==> src/rtl/flp_pkg.sv <==
// Package of the first-order low-pass filter: widths, codes, types.
`timescale 1ns / 1ps
package flp_pkg;

  // Fraction bits of the gain; the gain itself needs one more bit.
  localparam int GAIN_FRAC_BITS = 16;
  localparam int GAIN_W         = GAIN_FRAC_BITS + 1;
  localparam int CNT_W          = $clog2(GAIN_W + 1);

  // Field widths
  localparam int DATA_W = 32;
  localparam int DT_W   = 20;
  localparam int TAU_W  = 24;
  localparam int CMD_W  = 2;

  // Divider and multiplier datapath widths
  localparam int DEN_W  = TAU_W + 1;
  localparam int REM_W  = DEN_W + 1;
  localparam int ACC_W  = DATA_W + 2;

  // Commands
  localparam logic [CMD_W-1:0] CMD_APPLY    = 2'd0;
  localparam logic [CMD_W-1:0] CMD_APPLY_DT = 2'd1;
  localparam logic [CMD_W-1:0] CMD_PRELOAD  = 2'd2;
  localparam logic [CMD_W-1:0] CMD_INIT     = 2'd3;

  typedef enum logic [2:0] {
    ST_IDLE,
    ST_DIV,
    ST_PREP,
    ST_MUL,
    ST_ADD,
    ST_DONE
  } state_t;

  typedef struct packed {
    logic             start;
    logic [DT_W-1:0]  dt;
    logic [TAU_W-1:0] tau;
  } div_req_t;

  typedef struct packed {
    logic              done;
    logic [GAIN_W-1:0] quot;
  } div_rsp_t;

endpackage

==> src/rtl/flp_div.sv <==
// Bit-serial restoring divider computing the gain dt * 2^F / (tau + dt).
`timescale 1ns / 1ps
module flp_div
  import flp_pkg::*;
(
  input  logic     clk,
  input  logic     rst_n,
  input  div_req_t req,
  output div_rsp_t rsp
);

  logic              busy_r, busy_nxt;
  logic              done_r, done_nxt;
  logic [CNT_W-1:0]  cnt_r, cnt_nxt;
  logic [REM_W-1:0]  rem_r, rem_nxt;
  logic [DEN_W-1:0]  den_r, den_nxt;
  logic [GAIN_W-1:0] quot_r, quot_nxt;

  logic              ge;
  logic [REM_W-1:0]  rem_sub;
  logic [REM_W-1:0]  rem_sel;

  // One quotient bit per cycle, most significant first
  always_comb begin
    ge       = rem_r >= {1'b0, den_r};
    rem_sub  = rem_r - {1'b0, den_r};
    rem_sel  = ge ? rem_sub : rem_r;
    busy_nxt = busy_r;
    done_nxt = 1'b0;
    cnt_nxt  = cnt_r;
    rem_nxt  = rem_r;
    den_nxt  = den_r;
    quot_nxt = quot_r;
    if (req.start) begin
      rem_nxt  = REM_W'(req.dt);
      den_nxt  = DEN_W'(req.tau) + DEN_W'(req.dt);
      quot_nxt = '0;
      cnt_nxt  = CNT_W'(GAIN_W);
      busy_nxt = 1'b1;
    end else if (busy_r) begin
      quot_nxt = {quot_r[GAIN_W-2:0], ge};
      // remainder stays below the divisor, so the top bit drops safely
      rem_nxt  = {rem_sel[REM_W-2:0], 1'b0};
      cnt_nxt  = cnt_r - CNT_W'(1);
      if (cnt_r == CNT_W'(1)) begin
        busy_nxt = 1'b0;
        done_nxt = 1'b1;
      end
    end
  end

  always_ff @(posedge clk) begin
    if (!rst_n) begin
      busy_r <= 1'b0;
      done_r <= 1'b0;
    end else begin
      busy_r <= busy_nxt;
      done_r <= done_nxt;
    end
    cnt_r  <= cnt_nxt;
    rem_r  <= rem_nxt;
    den_r  <= den_nxt;
    quot_r <= quot_nxt;
  end

  // Zero time step with zero tau gives zero gain
  assign rsp.done = done_r;
  assign rsp.quot = (den_r == '0) ? '0 : quot_r;

endmodule

==> src/rtl/first_order_lowpass_filter.sv <==
// Top level of the first-order low-pass filter with serial gain and update.
//
// Usage:
//   Input channel in_valid/in_ready carries one item: in_cmd, in_sample_value
//   (signed Q16.16) and in_time_step (microseconds). Result channel
//   out_valid/out_ready returns out_filtered_value, the filter state after
//   the item; every item gives exactly one result.
//   cfg_wr_en/cfg_wr_data write rc_tau; it takes effect at the next gain
//   computation (commands apply-with-dt and init).
// Processing (F = 16 gain fraction bits):
//   preload loads the state directly; apply forms x - state, runs a serial
//   shift-add multiply, one gain bit per cycle, and adds product >> F; init
//   clears the state and runs a serial restoring division, one quotient bit
//   per cycle; apply with new dt runs the division and then the apply steps.
//   One item is in work at a time; in_ready is high only while idle, so the
//   next item is accepted in the cycle after the result is loaded. The next
//   item is taken while a result still sits in the output register.
// Reset clears filter state, gain and rc_tau and empties the output register.
// When the receiver stalls, a finished item waits until the output register
// is free; the held result stays stable until taken.
`timescale 1ns / 1ps
module first_order_lowpass_filter
  import flp_pkg::*;
(
  input  logic                     clk,
  input  logic                     rst_n,
  input  logic                     in_valid,
  output logic                     in_ready,
  input  logic [CMD_W-1:0]         in_cmd,
  input  logic signed [DATA_W-1:0] in_sample_value,
  input  logic [DT_W-1:0]          in_time_step,
  output logic                     out_valid,
  input  logic                     out_ready,
  output logic signed [DATA_W-1:0] out_filtered_value,
  input  logic                     cfg_wr_en,
  input  logic [TAU_W-1:0]         cfg_wr_data
);

  state_t            state_r, state_nxt;
  logic [CMD_W-1:0]  cmd_r, cmd_nxt;
  logic [DATA_W-1:0] sample_r, sample_nxt;
  logic [DATA_W-1:0] filt_r, filt_nxt;
  logic [TAU_W-1:0]  tau_r, tau_nxt;
  logic [GAIN_W-1:0] gain_r, gain_nxt;
  logic [ACC_W-1:0]  diff_r, diff_nxt;
  logic [ACC_W-1:0]  hi_r, hi_nxt;
  logic [GAIN_W-1:0] lo_r, lo_nxt;
  logic [GAIN_W-1:0] gsh_r, gsh_nxt;
  logic [CNT_W-1:0]  cnt_r, cnt_nxt;
  logic              out_valid_r, out_valid_nxt;
  logic [DATA_W-1:0] out_data_r, out_data_nxt;

  logic [ACC_W-1:0]  sum;
  div_req_t          div_req;
  div_rsp_t          div_rsp;

  flp_div u_div (
    .clk   (clk),
    .rst_n (rst_n),
    .req   (div_req),
    .rsp   (div_rsp)
  );

  assign in_ready = (state_r == ST_IDLE);

  // Next state and datapath control
  always_comb begin
    state_nxt     = state_r;
    cmd_nxt       = cmd_r;
    sample_nxt    = sample_r;
    filt_nxt      = filt_r;
    gain_nxt      = gain_r;
    diff_nxt      = diff_r;
    hi_nxt        = hi_r;
    lo_nxt        = lo_r;
    gsh_nxt       = gsh_r;
    cnt_nxt       = cnt_r;
    out_data_nxt  = out_data_r;
    out_valid_nxt = out_valid_r && !out_ready;
    tau_nxt       = cfg_wr_en ? cfg_wr_data : tau_r;
    div_req.start = 1'b0;
    div_req.dt    = in_time_step;
    div_req.tau   = tau_r;
    sum           = hi_r + (gsh_r[0] ? diff_r : '0);

    unique case (state_r)
      ST_IDLE: begin
        if (in_valid) begin
          cmd_nxt    = in_cmd;
          sample_nxt = in_sample_value;
          unique case (in_cmd)
            CMD_APPLY: state_nxt = ST_PREP;
            CMD_APPLY_DT: begin
              div_req.start = 1'b1;
              state_nxt     = ST_DIV;
            end
            CMD_PRELOAD: begin
              filt_nxt  = in_sample_value;
              state_nxt = ST_DONE;
            end
            default: begin
              filt_nxt      = '0;
              div_req.start = 1'b1;
              state_nxt     = ST_DIV;
            end
          endcase
        end
      end
      ST_DIV: begin
        if (div_rsp.done) begin
          gain_nxt  = div_rsp.quot;
          state_nxt = (cmd_r == CMD_INIT) ? ST_DONE : ST_PREP;
        end
      end
      ST_PREP: begin
        // difference x - state, sign-extended with a guard bit for the adds
        diff_nxt  = {{2{sample_r[DATA_W-1]}}, sample_r} - {{2{filt_r[DATA_W-1]}}, filt_r};
        hi_nxt    = '0;
        gsh_nxt   = gain_r;
        cnt_nxt   = CNT_W'(GAIN_W);
        state_nxt = ST_MUL;
      end
      ST_MUL: begin
        // shift-add over gain bits, LSB first, arithmetic right shift
        hi_nxt  = {sum[ACC_W-1], sum[ACC_W-1:1]};
        lo_nxt  = {sum[0], lo_r[GAIN_W-1:1]};
        gsh_nxt = gsh_r >> 1;
        cnt_nxt = cnt_r - CNT_W'(1);
        if (cnt_r == CNT_W'(1)) begin
          state_nxt = ST_ADD;
        end
      end
      ST_ADD: begin
        // product >> F; the new state stays between old state and sample
        filt_nxt  = filt_r + {hi_r[DATA_W-2:0], lo_r[GAIN_W-1]};
        state_nxt = ST_DONE;
      end
      ST_DONE: begin
        if (!out_valid_r || out_ready) begin
          out_data_nxt  = filt_r;
          out_valid_nxt = 1'b1;
          state_nxt     = ST_IDLE;
        end
      end
      default: state_nxt = ST_IDLE;
    endcase
  end

  always_ff @(posedge clk) begin
    if (!rst_n) begin
      state_r     <= ST_IDLE;
      filt_r      <= '0;
      gain_r      <= '0;
      tau_r       <= '0;
      out_valid_r <= 1'b0;
    end else begin
      state_r     <= state_nxt;
      filt_r      <= filt_nxt;
      gain_r      <= gain_nxt;
      tau_r       <= tau_nxt;
      out_valid_r <= out_valid_nxt;
    end
    cmd_r      <= cmd_nxt;
    sample_r   <= sample_nxt;
    diff_r     <= diff_nxt;
    hi_r       <= hi_nxt;
    lo_r       <= lo_nxt;
    gsh_r      <= gsh_nxt;
    cnt_r      <= cnt_nxt;
    out_data_r <= out_data_nxt;
  end

  assign out_valid          = out_valid_r;
  assign out_filtered_value = out_data_r;

endmodule

==> config.mk <==
export PLATFORM = sky130hd
export DESIGN_NAME = first_order_lowpass_filter
export DESIGN_NICKNAME = d
export VERILOG_FILES = /design/src/rtl/flp_pkg.sv /design/src/rtl/flp_div.sv /design/src/rtl/first_order_lowpass_filter.sv
export SDC_FILE = /design/constraint.sdc
export NUM_CORES = 1
export LEC_CHECK = 0
export ABC_CLOCK_PERIOD_IN_PS = 4000
export BUFFER_PORTS_ARGS = -buffer_cell sky130_fd_sc_hd__buf_2
export CAP_MARGIN = 20
export CORE_ASPECT_RATIO = 1.25
export CORE_MARGIN = 2
export CORE_UTILIZATION = 40
export DETAILED_ROUTE_END_ITERATION = 10
export GPL_ROUTABILITY_DRIVEN = 0
export SETUP_SLACK_MARGIN = 0.2
export SYNTH_ARGS = -nofsm -noshare
export SYNTH_HDL_FRONTEND = slang
export SYNTH_HIERARCHICAL = 1
export SYNTH_SLANG_ARGS = --single-unit
==> constraint.sdc <==
create_clock -name clk -period 4 [get_ports clk]
set_clock_uncertainty 0.2 [all_clocks]
set_input_delay 1 -clock clk [delete_from_list [all_inputs] [get_ports clk]]
set_output_delay 1 -clock clk [all_outputs]
set_load 0.01 [all_outputs]
==> summary.txt <==
Status: finished, final reports clean
Crit Path Category: register to register
Slew @ Worst Pin: 1070 ps
Clock transition at the registers of the reported paths: 60 ps
# nets final: 2282
Final Max Tran Viols: 0
Worst-Skew Late Latency: 560 ps
# H-tree levels: 2
Hold Path End: gain_r[16]
Area added between synthesis and finish: 13.2%
Register Area: 8150 um^2
Antenna violations before repair: 3
Fraction of registers with async set or reset after synthesis: 0
Post-DRT Antenna Nets: 0
F_max: 276 MHz
Synth Cell Area: 18800 um^2
Layout cells sized above 1: 0.119
Commonest non-fill, non-tap cell in the layout: edfxtp_1
Global-route usage over all layers: 0.195
Via density: 5.44
Initial Util: 0.406
Worst r2r dst: hi_r[24]
Post-Synthesis Cells: 1935
Largest net degree at the start of global routing: 94
Maximum vdd ir drop: 0.307 mV
PostCTS Resize Cnt: 0
Most frequent cells in the layout: 200 x edfxtp_1, 190 x nand2_1, 156 x nor2_1, 145 x ha_1, 127 x a21oi_1
Crit path capture type: register
Synth Net Count: 2168
DR DRC count: 0
Die area: 48600 um^2
Vias in the first global route: 14579
Post-CTS Setup Bufs: 0
Sw Ratio: 0.393
Final setup TNS: 0 ps
Hold buffers post-CTS: 0
Remaining Overflow, GRT: 0
Worst slew margin relative to its limit: 0.290
Max Root-Sink Buffers: 3
Clock Sink Count: 307
Reg2Reg Depth: 12
Multi-input logic area: 9980 um^2
Hold Path Depth: 2
Clock share of power: 0.220
Fin. Hold Viols: 0
Reg2reg start: gsh_r[0]
Worst setup SP type: register
Core ar.: 46200 um^2
Number of synthesized flops with an enable pin: 200
Tmin final: 3630 ps
Routed WL per cell: 17.6 um
Rows: 88
Max cap viols: 0
Static Leak: 8.80 nW
Syn avg cell area: 9.69 um^2
Initial drt markers: 709
Filler Cells Inserted: 4439
Io pins: 117
Height of the die: 246 um
Number of detailed-route iterations in the first pass: 5
CTS buffer count: 36
Fin crit share: 0.907
HP Start: gain_r[16]
Clock Tree Root: clkbuf_16
Synth warn: 6
Worst-path maximum fanout: 11
Sequential share of power: 0.323
R2r setup slk: 370 ps
Synth Flop Type: edfxtp_1
Tot Pwr: 0.0151 W
Die W: 198 um
# port buffers: 116
Count of different cell masters after synthesis: 92
Vias: 14473
CTS tree: yes
Final setup vio count: 0
Critical Path AT: 3720 ps
Part of the Yosys area used for sequential elements: 0.434
FF+latch count, synth: 307
Req. time, crit path: 4090 ps
Switch Pwr: 0.00591 W
RSZ-0062 raised after global routing: no
First-pass GRT wire length: 75200 um
Comb power frac: 0.457
Total Routed Length: 46900 um
Core Util, Final: 0.459
Dpl hpwl: 34700 um
Power Density: 709 nW/um^2
Int Power: 0.00914 W
Worst hold path type: register to register
state kept, by name (all words and copies together) (netlist names), 17 cells and up:
| register | flops |
|---|---|
| gain_r | 17 |
| u_div/den_r | 25 |
| out_filtered_value | 32 |
| u_div/rem_r | 26 |
| hi_r | 33 |
| filt_r | 32 |
| tau_r | 24 |
| diff_r | 33 |
| gsh_r | 17 |
| u_div/quot_r | 17 |
| sample_r | 32 |
synthesized netlist by cell type (all sizes together), types with 16 or more instances:
cell type,instances,area share
ha,145,0.097
a21o,63,0.025
nor2b,63,0.021
and3,16,0.0053
inv,108,0.022
nand2b,17,0.0057
a211oi,18,0.0077
a31oi,24,0.0083
clkbuf,55,0.011
o21a,20,0.0080
a21boi,21,0.0084
o21ai,114,0.031
a221oi,17,0.0086
and2,47,0.016
nor2,158,0.032
mux2i,47,0.025
xor2,45,0.021
nand3,39,0.010
dfxtp,107,0.11
nand2,193,0.039
xnor2,76,0.035
a21oi,134,0.037
o21bai,18,0.0074
nor3,34,0.0093
edfxtp,200,0.32
routing by layer:
| metal | wire length [um] | up-vias | part of all wire | GRT usage |
|---|---|---|---|---|
| met5 | 27 | - | 0.00058 | 0 |
| met4 | 1990 | 4 | 0.042 | 0.0911 |
| met3 | 2160 | 113 | 0.046 | 0.0304 |
| met2 | 24000 | 323 | 0.51 | 0.358 |
| met1 | 18700 | 6808 | 0.40 | 0.221 |
| li1 | - | 7225 | - | - |
worst max-delay path by stage:
stage	from	to	slack, ps	depth (start not counted)
floorplan	in_time_step[0]	u_div/den_r[20]	550	11
global placement	in_time_step[0]	u_div/den_r[20]	170	12
detailed placement	in_time_step[0]	u_div/den_r[20]	160	12
CTS	gsh_r[0]	hi_r[24]	280	12
global route	gsh_r[0]	hi_r[24]	210	12
finish	gsh_r[0]	hi_r[24]	370	12
final cells by class:
cell class	instances	share of cell area
timing repair buffer	143	0.0381
inverter	108	0.0191
multi-input combinational	1453	0.470
antenna	1	0.000118
tap	585	0.0345
clock buffer	43	0.0447
sequential	307	0.384
clock inverter	21	0.00932
power by group through the flow:
stage	sequential [W]	combinational [W]	clock [W]
2_1_floorplan	0.00474	0.00530	0
3_3_place_gp	0.00492	0.00669	0
3_5_place_dp	0.00493	0.00681	0
4_1_cts	0.00487	0.00686	0.00339
5_1_grt	0.00495	0.00768	0.00349
6_report	0.00487	0.00688	0.00331
logic make-up after synthesis:
kind of cell / after synthesis / share of synthesized area
buffers and inverters: 175 / 0.0361
AND/OR/NAND/NOR: 619 / 0.159
XOR/XNOR: 121 / 0.0565
multiplexers: 48 / 0.0257
adder cells (fa/ha/maj): 150 / 0.102
AO/OA/AOI/OAI: 515 / 0.186
flip-flops: 307 / 0.434
critical path: stages, from the launching register on:
cell and delay (ps):
edfxtp_1 500, buf_4 220, and2_1 150, ha_1 350
a21oi_2 230, o21ai_0 140, a221oi_1 380, o21bai_2 130
a31o_2 300, a311oi_2 330, o21ba_1 190, xor2_1 170
nor2_1 50
stage by stage:
stage | cells | worst slack, ps | hold WS [ps] | instance area (um^2)
floorplan | 1935 | 552 | 236 | 18800
global placement | 2596 | 172 | 247 | 20000
detailed placement | 2596 | 155 | 253 | 20000
CTS | 2660 | 279 | 262 | 21200
global route | 2660 | 206 | 284 | 21200
finish | 2661 | 372 | 257 | 21200
Power figures use the tool's default switching activity.
